File: src/rtl/ukfq_pkg.sv
// Shared types and constants for the unique-key FIFO queue.
// No dependencies; ukfq_ctrl and the top level refer to it by scoped names.
package ukfq_pkg;

  localparam int DEPTH_DEF = 16;
  localparam int KEY_W     = 32;
  localparam int VAL_W     = 32;
  localparam int ENTRY_W   = KEY_W + VAL_W;
  localparam int OCC_W     = 5;

  localparam logic REQ_ENQ = 1'b0;
  localparam logic REQ_DEQ = 1'b1;

  localparam logic [1:0] ST_OK    = 2'd0;
  localparam logic [1:0] ST_DUP   = 2'd1;
  localparam logic [1:0] ST_EMPTY = 2'd2;
  localparam logic [1:0] ST_FULL  = 2'd3;

  typedef struct packed {
    logic                    req_type;
    logic signed [KEY_W-1:0] item_key;
    logic signed [VAL_W-1:0] item_value;
  } in_req_t;

  typedef struct packed {
    logic [1:0]              status;
    logic signed [KEY_W-1:0] out_key;
    logic signed [VAL_W-1:0] out_value;
    logic [OCC_W-1:0]        occupancy;
    logic                    is_empty;
  } out_res_t;

endpackage

File: src/rtl/ukfq_ram.sv
// Generic single-write, single-read RAM with a registered read port.
// No dependencies.
module ukfq_ram #(
  parameter int WIDTH = 64,
  parameter int DEPTH = 16,
  localparam int AW   = (DEPTH > 1) ? $clog2(DEPTH) : 1
) (
  input  logic             clk,
  input  logic             we,
  input  logic [AW-1:0]    waddr,
  input  logic [WIDTH-1:0] wdata,
  input  logic             re,
  input  logic [AW-1:0]    raddr,
  output logic [WIDTH-1:0] rdata
);

  logic [WIDTH-1:0] mem [DEPTH];
  logic [WIDTH-1:0] rdata_r;

  always_ff @(posedge clk) begin
    if (we) begin
      mem[waddr] <= wdata;
    end
    if (re) begin
      rdata_r <= mem[raddr];
    end
  end

  assign rdata = rdata_r;

endmodule

File: src/rtl/ukfq_ctrl.sv
// Request sequencer: ring pointers, duplicate-key scan over the entry RAM,
// enqueue write and dequeue read. Depends on ukfq_pkg.
module ukfq_ctrl #(
  parameter int DEPTH = ukfq_pkg::DEPTH_DEF,
  localparam int AW   = (DEPTH > 1) ? $clog2(DEPTH) : 1,
  localparam int CW   = $clog2(DEPTH + 1)
) (
  input  logic                           clk,
  input  logic                           rst_n,
  input  logic                           in_valid,
  output logic                           in_ready,
  input  ukfq_pkg::in_req_t              in_data,
  output logic                           ram_we,
  output logic [AW-1:0]                  ram_waddr,
  output logic [ukfq_pkg::ENTRY_W-1:0]   ram_wdata,
  output logic                           ram_re,
  output logic [AW-1:0]                  ram_raddr,
  input  logic [ukfq_pkg::ENTRY_W-1:0]   ram_rdata,
  output logic                           res_valid,
  input  logic                           res_ready,
  output ukfq_pkg::out_res_t             res
);

  typedef enum logic [3:0] {
    S_IDLE   = 4'b0001,
    S_SEARCH = 4'b0010,
    S_DEQ_RD = 4'b0100,
    S_REPLY  = 4'b1000
  } state_t;

  state_t              state_r, state_nxt;
  logic [AW-1:0]       head_r, head_nxt;
  logic [AW-1:0]       tail_r, tail_nxt;
  logic [CW-1:0]       cnt_r, cnt_nxt;
  logic [AW-1:0]       scan_ptr_r, scan_ptr_nxt;
  logic [CW-1:0]       scan_left_r, scan_left_nxt;
  logic                pend_r, pend_nxt;
  ukfq_pkg::in_req_t   req_r, req_nxt;
  ukfq_pkg::out_res_t  res_r, res_nxt;
  logic                hit;

  function automatic logic [AW-1:0] ptr_inc(input logic [AW-1:0] p);
    return (p == AW'(DEPTH - 1)) ? '0 : p + AW'(1);
  endfunction

  assign hit = pend_r &&
               (ram_rdata[ukfq_pkg::ENTRY_W-1:ukfq_pkg::VAL_W] == req_r.item_key);

  always_comb begin
    state_nxt     = state_r;
    head_nxt      = head_r;
    tail_nxt      = tail_r;
    cnt_nxt       = cnt_r;
    scan_ptr_nxt  = scan_ptr_r;
    scan_left_nxt = scan_left_r;
    pend_nxt      = pend_r;
    req_nxt       = req_r;
    res_nxt       = res_r;
    ram_we        = 1'b0;
    ram_waddr     = tail_r;
    ram_wdata     = {req_r.item_key, req_r.item_value};
    ram_re        = 1'b0;
    ram_raddr     = scan_ptr_r;

    unique case (state_r)
      S_IDLE: begin
        if (in_valid) begin
          req_nxt = in_data;
          if (in_data.req_type == ukfq_pkg::REQ_DEQ) begin
            if (cnt_r == '0) begin
              res_nxt.status    = ukfq_pkg::ST_EMPTY;
              res_nxt.out_key   = '0;
              res_nxt.out_value = '0;
              res_nxt.occupancy = ukfq_pkg::OCC_W'(cnt_r);
              res_nxt.is_empty  = 1'b1;
              state_nxt         = S_REPLY;
            end else begin
              ram_re    = 1'b1;
              ram_raddr = head_r;
              state_nxt = S_DEQ_RD;
            end
          end else begin
            scan_ptr_nxt  = head_r;
            scan_left_nxt = cnt_r;
            pend_nxt      = 1'b0;
            state_nxt     = S_SEARCH;
          end
        end
      end
      S_SEARCH: begin
        pend_nxt          = 1'b0;
        res_nxt.out_key   = '0;
        res_nxt.out_value = '0;
        res_nxt.occupancy = ukfq_pkg::OCC_W'(cnt_r);
        res_nxt.is_empty  = (cnt_r == '0);
        if (hit) begin
          res_nxt.status = ukfq_pkg::ST_DUP;
          state_nxt      = S_REPLY;
        end else if (scan_left_r != '0) begin
          ram_re        = 1'b1;
          ram_raddr     = scan_ptr_r;
          scan_ptr_nxt  = ptr_inc(scan_ptr_r);
          scan_left_nxt = scan_left_r - CW'(1);
          pend_nxt      = 1'b1;
        end else if (cnt_r == CW'(DEPTH)) begin
          res_nxt.status = ukfq_pkg::ST_FULL;
          state_nxt      = S_REPLY;
        end else begin
          ram_we            = 1'b1;
          tail_nxt          = ptr_inc(tail_r);
          cnt_nxt           = cnt_r + CW'(1);
          res_nxt.status    = ukfq_pkg::ST_OK;
          res_nxt.occupancy = ukfq_pkg::OCC_W'(cnt_nxt);
          res_nxt.is_empty  = 1'b0;
          state_nxt         = S_REPLY;
        end
      end
      S_DEQ_RD: begin
        head_nxt          = ptr_inc(head_r);
        cnt_nxt           = cnt_r - CW'(1);
        res_nxt.status    = ukfq_pkg::ST_OK;
        res_nxt.out_key   = ram_rdata[ukfq_pkg::ENTRY_W-1:ukfq_pkg::VAL_W];
        res_nxt.out_value = ram_rdata[ukfq_pkg::VAL_W-1:0];
        res_nxt.occupancy = ukfq_pkg::OCC_W'(cnt_nxt);
        res_nxt.is_empty  = (cnt_nxt == '0);
        state_nxt         = S_REPLY;
      end
      S_REPLY: begin
        if (res_ready) begin
          state_nxt = S_IDLE;
        end
      end
      default: begin
        state_nxt = S_IDLE;
      end
    endcase
  end

  always_ff @(posedge clk) begin
    if (!rst_n) begin
      state_r     <= S_IDLE;
      head_r      <= '0;
      tail_r      <= '0;
      cnt_r       <= '0;
      scan_ptr_r  <= '0;
      scan_left_r <= '0;
      pend_r      <= 1'b0;
    end else begin
      state_r     <= state_nxt;
      head_r      <= head_nxt;
      tail_r      <= tail_nxt;
      cnt_r       <= cnt_nxt;
      scan_ptr_r  <= scan_ptr_nxt;
      scan_left_r <= scan_left_nxt;
      pend_r      <= pend_nxt;
    end
  end

  always_ff @(posedge clk) begin
    req_r <= req_nxt;
    res_r <= res_nxt;
  end

  assign in_ready  = (state_r == S_IDLE);
  assign res_valid = (state_r == S_REPLY);
  assign res       = res_r;

  a_cnt_bound: assert property (@(posedge clk) disable iff (!rst_n)
    cnt_r <= CW'(DEPTH))
    else $error("entry count above depth");

  a_write_in_search: assert property (@(posedge clk) disable iff (!rst_n)
    ram_we |-> (state_r == S_SEARCH) && !hit && (scan_left_r == '0) &&
               (cnt_r != CW'(DEPTH)))
    else $error("RAM write outside a successful enqueue");

  a_ptr_count: assert property (@(posedge clk) disable iff (!rst_n)
    (head_r == tail_r) |-> (cnt_r == '0) || (cnt_r == CW'(DEPTH)))
    else $error("ring pointers disagree with entry count");

  a_deq_read: assert property (@(posedge clk) disable iff (!rst_n)
    (in_valid && in_ready && (in_data.req_type == ukfq_pkg::REQ_DEQ) && (cnt_r != '0))
    |=> (state_r == S_DEQ_RD) && (cnt_r != '0))
    else $error("dequeue of held entry did not read the head");

endmodule

File: src/rtl/unique_key_fifo_queue_unit.sv
// Top level of the unique-key FIFO queue: sequencer, entry RAM, result register.
// Depends on ukfq_pkg, ukfq_ram and ukfq_ctrl.
//
//   channel   direction  handshake            payload
//   in_*      input      in_valid/in_ready    ukfq_pkg::in_req_t   (req_type, key, value)
//   out_*     output     out_valid/out_ready  ukfq_pkg::out_res_t  (status, key, value,
//                                                                    occupancy, is_empty)
//
// Requests: an enqueue request scans every occupied entry from the head before it
//   writes at the tail, and a duplicate key ends the scan early;
//   the scan reads one RAM entry a cycle through the single read port.
//   A dequeue reads the head entry, and skips the read when the queue is empty.
// Reset: rst_n synchronous, active low; clears pointers, count and valid flags.
//   The entry RAM is not cleared; only occupied slots are ever read.
// Stalls: one request is in work at a time; a finished result moves to the
//   output register and waits there for out_ready while the next request runs.
module unique_key_fifo_queue_unit #(
  parameter int DEPTH = ukfq_pkg::DEPTH_DEF
) (
  input  logic               clk,
  input  logic               rst_n,
  input  logic               in_valid,
  output logic               in_ready,
  input  ukfq_pkg::in_req_t  in_data,
  output logic               out_valid,
  input  logic               out_ready,
  output ukfq_pkg::out_res_t out_data
);

  localparam int AW = (DEPTH > 1) ? $clog2(DEPTH) : 1;

  logic                         ram_we;
  logic [AW-1:0]                ram_waddr;
  logic [ukfq_pkg::ENTRY_W-1:0] ram_wdata;
  logic                         ram_re;
  logic [AW-1:0]                ram_raddr;
  logic [ukfq_pkg::ENTRY_W-1:0] ram_rdata;

  logic                         res_valid;
  logic                         res_ready;
  ukfq_pkg::out_res_t           res;

  logic                         out_valid_r, out_valid_nxt;
  ukfq_pkg::out_res_t           out_data_r;
  logic                         load;

  // Sequence each request: scan for a duplicate key, write or read the ring.
  ukfq_ctrl #(
    .DEPTH(DEPTH)
  ) u_ctrl (
    .clk       (clk),
    .rst_n     (rst_n),
    .in_valid  (in_valid),
    .in_ready  (in_ready),
    .in_data   (in_data),
    .ram_we    (ram_we),
    .ram_waddr (ram_waddr),
    .ram_wdata (ram_wdata),
    .ram_re    (ram_re),
    .ram_raddr (ram_raddr),
    .ram_rdata (ram_rdata),
    .res_valid (res_valid),
    .res_ready (res_ready),
    .res       (res)
  );

  // Hold key and value side by side: key in the upper half of each word.
  ukfq_ram #(
    .WIDTH(ukfq_pkg::ENTRY_W),
    .DEPTH(DEPTH)
  ) u_entry_ram (
    .clk   (clk),
    .we    (ram_we),
    .waddr (ram_waddr),
    .wdata (ram_wdata),
    .re    (ram_re),
    .raddr (ram_raddr),
    .rdata (ram_rdata)
  );

  // Output register: take a finished result when empty or draining this cycle,
  // so the sequencer is free for the next request while this one waits.
  assign res_ready = !out_valid_r || out_ready;
  assign load      = res_valid && res_ready;

  always_comb begin
    out_valid_nxt = out_valid_r;
    if (load) begin
      out_valid_nxt = 1'b1;
    end else if (out_ready) begin
      out_valid_nxt = 1'b0;
    end
  end

  always_ff @(posedge clk) begin
    if (!rst_n) begin
      out_valid_r <= 1'b0;
    end else begin
      out_valid_r <= out_valid_nxt;
    end
  end

  // Payload holds while out_valid is high and not yet taken.
  always_ff @(posedge clk) begin
    if (load) begin
      out_data_r <= res;
    end
  end

  assign out_valid = out_valid_r;
  assign out_data  = out_data_r;

endmodule
File: config.mk
export PLATFORM = sky130hd
export DESIGN_NAME = unique_key_fifo_queue_unit
export DESIGN_NICKNAME = d
export VERILOG_FILES = /design/src/rtl/ukfq_pkg.sv /design/src/rtl/ukfq_ram.sv /design/src/rtl/ukfq_ctrl.sv /design/src/rtl/unique_key_fifo_queue_unit.sv
export SDC_FILE = /design/constraint.sdc
export NUM_CORES = 2
export LEC_CHECK = 0
export BUFFER_PORTS_ARGS = -buffer_cell sky130_fd_sc_hd__buf_2
export CORE_MARGIN = 4
export CORE_UTILIZATION = 66
export CTS_CLUSTER_DIAMETER = 120
export DETAILED_ROUTE_END_ITERATION = 10
export PLACE_DENSITY = 0.87
export SETUP_SLACK_MARGIN = 0.1
export SLEW_MARGIN = 25
export SYNTH_ARGS = -nofsm -noshare
export SYNTH_HDL_FRONTEND = slang
export SYNTH_SLANG_ARGS = --single-unit
File: constraint.sdc
create_clock -name clk -period 14.7 [get_ports clk]
set_clock_uncertainty 0.2 [all_clocks]
set_input_delay 1.47 -clock clk [delete_from_list [all_inputs] [get_ports clk]]
set_output_delay 1.47 -clock clk [all_outputs]
set_load 0.05 [all_outputs]
-- Yosys cells after proc, flatten, opt, wreduce, memory -nomap -nowiden
Memories as Yosys holds them, arrays and structs flattened. A register that Yosys moved wholly into a read port is not among the register bits.
Cells that the tools add are included.
- flip-flop bits (word level): 236
- memory bits (writable): 1024
- input bits: 69
- word-level logic and storage cells: 123
- memories kept: 1
- memories (name ; depth ; bits a word ; rd ports ; clocked after memory_dff ; write ports ; RTL line ; RTL):
    u_entry_ram.mem ; 16 ; 64 ; 1 ; 1 ; 1 ; ukfq_ram.sv:17 ; logic [WIDTH-1:0] mem [DEPTH];
- add/subtract/negate cells: 6
- equal/unequal tests: 19
- multiplexer cells: 55
- bitwise logic cells: 3
- reductions and logical operators: 19
- operator list (kind ; count):
    $mux W72 ; 3
    $pmux W72 S3 ; 1
    $mux W4 ; 17
    $mux W5 ; 7
    $eq A32 B32 Y1 ; 1
    $pmux W5 S2 ; 2
    $mux W6 ; 3
    $eq A4 B4 Y1 const B ; 4
    $pmux W4 S4 ; 1
    $mux W1 ; 15
    $add A4 B1 Y4 const B ; 3
    $reduce_and A4 Y1 ; 3
    $logic_not A5 Y1 ; 2
    $ne A2 B2 Y1 const B ; 5
    $reduce_and A5 Y1 ; 2
    $sub A5 B1 Y5 const B ; 2
    $ne A2 B1 Y1 const B ; 4
    $pmux W4 S2 ; 1
    $mux W2 ; 3
    $reduce_and A3 Y1 ; 2
    $reduce_bool A2 Y1 ; 3
    $add A5 B1 Y5 const B ; 1
    $eq A5 B5 Y1 const B ; 1
    $reduce_bool A5 Y1 ; 1
    11 further kinds ; 15

-- Longest topological paths before layout
- word-level depth: 7
- depth in mapped cells: 11
- mapped depth without buffers: 8

-- By module
A second synthesis with hierarchy kept.
- cell total of the unflattened synthesis: 2227
- area, all modules: 49332.3 sq um
- modules (own cells, without submodules) (module ; times used ; cells an instance ; area each (sq um)):
    ukfq_ram ; 1 ; 1647 ; 40222.3
    ukfq_ctrl ; 1 ; 503 ; 6890.4
    unique_key_fifo_queue_unit ; 1 ; 77 ; 2219.6

-- Least setup slack after synthesis
No wires, ideal clock.
- kind: input-to-reg
- from: in in_valid
- to: reg u_ctrl.res_r, in the netlist u_ctrl.res[70], enable pin
- arrival: 5.273 ns
- setup slack: 8.918 ns
- cell stages on the path: 3
- path buffers: 0
- cells stage by stage: nand2_1 > o21bai_1 > and2_1
- longest elaborated chain between the ends: 2
- ends and longest elaborated chain (item ; RTL line ; RTL):
    from (decl) ; unique_key_fifo_queue_unit.sv:22 ; input logic in_valid,
    $ne A2 B2 Y1 (no source line) ; -- ;
    $reduce_and A5 Y1 (no source line) ; -- ;
    to (signal assigned) ; ukfq_ctrl.sv:161 ; res_r <= res_nxt;
    to (decl) ; ukfq_ctrl.sv:39 ; ukfq_pkg::out_res_t res_r, res_nxt;
No other way between the ends.
A chain may end at the register's enable or synchronous reset.

-- Worst setup path in the final report
- from: reg u_ctrl.cnt_r[1]
- to: reg u_entry_ram.rdata_r[7], in the netlist u_entry_ram.rdata[7] (read register of u_entry_ram.mem), data pin
- longest elaborated chain between the ends: 5
- elaborated cells on any way between the ends: 9
- classes of those cells: mux (8); reduce/logical (1)
- ends and longest elaborated chain (item ; RTL line ; RTL):
    from (decl) ; ukfq_ctrl.sv:34 ; logic [CW-1:0] cnt_r, cnt_nxt;
    from (signal assigned) ; ukfq_ctrl.sv:152 ; cnt_r <= cnt_nxt;
    $logic_not A5 Y1 (*) ; ukfq_ctrl.sv:70 ; if (cnt_r == '0) begin
    $mux W1 or $mux W4 (tied branches) ; ukfq_ctrl.sv:70 ;
    $mux W1 or $mux W4 (tied branches) ; ukfq_ctrl.sv:69 ; if (in_data.req_type == ukfq_pkg::REQ_DEQ) begin
    $mux W1 or $mux W4 (tied branches) ; ukfq_ctrl.sv:67 ; if (in_valid) begin
    $pmux W1 S2 or $mux W4 (tied branches) ; -- ;
    to (decl) ; ukfq_ram.sv:18 ; logic [WIDTH-1:0] rdata_r;
Mark *: on every way between the ends. The rest lies on a longest branch, timed or not.

==> results.ini <==
[drt]
drt-pass1-iter-count=5
vias=26820
detail-route-antenna-nets=0
post_drt_via_cell_ratio=6.913
drt_wl_total_um=119700
post_drt_wl_per_cell_um=30.86
post-route-drc-count=0
drt_iter0_drc=4284

[run]
maxCapViolCount=0

[clock_tree]
cts_resized=0
cts_sinks=1324
postCtsHoldBufs=0
cts.path.max_buffers=3
cts_max_level=3
clkTransAtPathRegs_ns=0.06
root_buffer=clkbuf_16
cts_tree=built
numCtsBuffers=120
cts_setup_buffers=0
insertion_delay_ns=0.70

[synthesis]
async_flop_share_pct=0
syn_nets=2717
synth-simple-area-share_pct=3.481
synth_flop_cell=edfxtp_1
synth_seq_cells=1324
syn_area_per_cell_um2=18.81
synth_top_family_by_area=multiplexers
ys_warn_count=0
ys_types=57
synth_compound_area_share_pct=4.283
yosys.area_share.xor_xnor_pct=0.6356
synth-adder-area-share_pct=0.2775
syn_area_um2=49600
postSynthCellCount=2637
ys_seq_area_share_pct=79.59
synth_edf_count=1296
synth_mux_area_share_pct=10.43

[grt]
grt_max_degree=159
met2_usage_pct=47.03
grt_pass1_wl_um=172100
met1_usage_pct=40.76
overflow=0
grt_util_all_layers_pct=29.75
met3_usage_pct=7.016
busiest_layer=met2
antenna_found_initial=6
grt_pass1_vias=26810

[final_layout]
syn2layout_area_growth_pct=11.53
layout_commonest_cell=edfxtp_1
postLayoutCellArea_um2=55330
drive_above_1_share_pct=13.51
final_util_pct=74.32
final_cells=3880
final_cell_mix=edfxtp_1, mux2i_1, o22ai_1
fillers=3814
fin_nets=2891

[setup_path]
worstSetupEndpointType=flop
criticalPathCategory=reg2reg
cp_max_fo=63
cp.required_ns=14.91
rrSetupSlack_ns=8.29
timing.rr.end=u_entry_ram.rdata[7]$_DFFE_PP_
cp-start-kind=flop
reg2regPathDepth=11
crit_arrival_ns=6.62
r2r_start=u_ctrl.cnt_r[1]$_SDFFE_PN0P_

[timing]
tns_ns=0
finalHoldViolCount=0
fin_crit_ns=6.412
drv_slew=0
finalCritPeriodShare_pct=43.62
setup_viol=0
worst-slew-pin-transition_ns=1.162
fmax_ghz=0.1560
rsz0062_at_grt=no
fin_hold_ws_ns=0.2176
relSlewSlack_pct=22.56
setup_ws_ns=8.288

[floorplan]
dieWidth_um=282.2
fp.dieH_um=282.2
io-pin-count=143
rows=100
die_area_um2=79610
core_area_um2=74450
initial_core_util_pct=66.63

[min_path]
hold_depth=0
min-delay-start=u_ctrl.res[7]$_DFFE_PP_
min_path_type=reg2reg
whs_endpoint=out_data[7]$_DFFE_PP_

[place]
port-buffer-count=142
routabilityCongestion=0.8282
post-place-ws_ns=7.973
placedInstanceArea_um2=51440
hpwl_um=57750
dpl.cell_count=3656

[status]
status=finished clean

[pwr]
finalPower_mw=7.699
irDropWorstVdd_mv=0.1041
cellLeakagePower_nw=20.81
power_density_nw_per_um2=139.2

[how the worst max path moves through the flow]
stage | startpoint | endpoint | slack (ns) | depth (start not counted)
final | u_ctrl.cnt_r[1]$_SDFFE_PN0P_ | u_entry_ram.rdata[7]$_DFFE_PP_ | 8.29 | 11
after global routing | u_ctrl.cnt_r[0]$_SDFFE_PN0P_ | u_entry_ram.rdata[10]$_DFFE_PP_ | 8.09 | 11
after CTS | u_ctrl.cnt_r[1]$_SDFFE_PN0P_ | u_entry_ram.rdata[7]$_DFFE_PP_ | 8.16 | 11
after detailed placement | in_data[64] | u_entry_ram.rdata[7]$_DFFE_PP_ | 7.97 | 10
after global placement | in_data[64] | u_entry_ram.rdata[10]$_DFFE_PP_ | 8.19 | 10
after floorplan | in_valid | u_ctrl.res[70]$_DFFE_PP_ | 8.92 | 3
[registers in the layout (all words and copies together) (netlist names)]
signal              flops
u_entry_ram.mem      1024
u_ctrl.scan_left_r      5
u_entry_ram.rdata      64
u_ctrl.ram_wdata       64
u_ctrl.head_r           4
u_ctrl.cnt_r            5
u_ctrl.state_r          4
u_ctrl.res             72
u_ctrl.scan_ptr_r       4
u_ctrl.ram_waddr        4
out_valid               1
u_ctrl.pend_r           1
out_data               72
[cells by family after synthesis]
group	after synthesis
multiplexers	517
XOR/XNOR	36
AND/OR/NAND/NOR	277
AO/OA/AOI/OAI	328
flip-flops	1324
adder cells (fa/ha/maj)	11
buffers and inverters	144
[report_power, final]
group | leakage, nW | switching (mW) | internal, mW
logic | 7.00 | 0.208 | 0.125
clock network | 1.88 | 1.34 | 1.70
registers | 11.9 | 0.0825 | 4.24
total | 20.8 | 1.63 | 6.07
[critical path, cell delays in order, from the launching register on]
cell and delay (ns):
dfxtp_1 0.39, inv_1 0.15, ha_1 0.30, nor4b_2 0.52, or3_1 0.64, mux2i_4 0.33, buf_6 0.67, buf_4 0.85
buf_4 0.91, mux2i_1 0.34, o22ai_1 0.14, or4_1 0.59
[synthesized netlist by cell type, types with 3 or more instances]
cell type     n  area [um2]
edfxtp_1   1296       38920
mux2i_1     517        5175
o22ai_1     257        1608
and2_1       69       431.7
or4_1        65       488.0
clkbuf_1     63       236.5
buf_2        61       305.3
nand2_1      38       142.6
xnor2_1      31       271.5
dfxtp_1      28       560.5
and3_1       22       137.6
a21oi_1      21       105.1
nor2_1       19       71.32
nand4_1      13       81.33
inv_1        12       45.04
ha_1         11       137.6
nand3_1      11       55.05
o21ai_0      11       55.05
nor4b_1       7       61.31
nor2b_1       5       31.28
nor3_1        5       25.02
nor4_1        5       31.28
o31ai_1       5       37.54
xor2_1        5       43.79
a31oi_2       4       50.05
buf_4         4       30.03
or3_1         4       25.02
or4b_2        4       40.04
a311oi_1      3       26.28
a31oi_1       3       18.77
o2111ai_1     3       26.28
o211ai_1      3       22.52
o21a_1        3       22.52
[layout make-up]
class | instances | area, um2 | area share, %
Timing Repair Buffer | 183 | 1079 | 1.949
Tap cell | 969 | 1212 | 2.191
Sequential cell | 1324 | 39480 | 71.36
Inverter | 13 | 51.30 | 0.09272
Multi-Input combinational cell | 1169 | 9686 | 17.51
Clock buffer | 143 | 3110 | 5.622
Antenna cell | 1 | 2.502 | 0.004523
Clock inverter | 78 | 706.9 | 1.278
[per-layer routing]
layer / vias up / wire (um)
met4: 6 / 4702
met1: 13250 / 42080
li1: 10990 / -
met5: - / 36
met2: 2229 / 56930
met3: 347 / 15980
(Power assumes the default switching activity.)
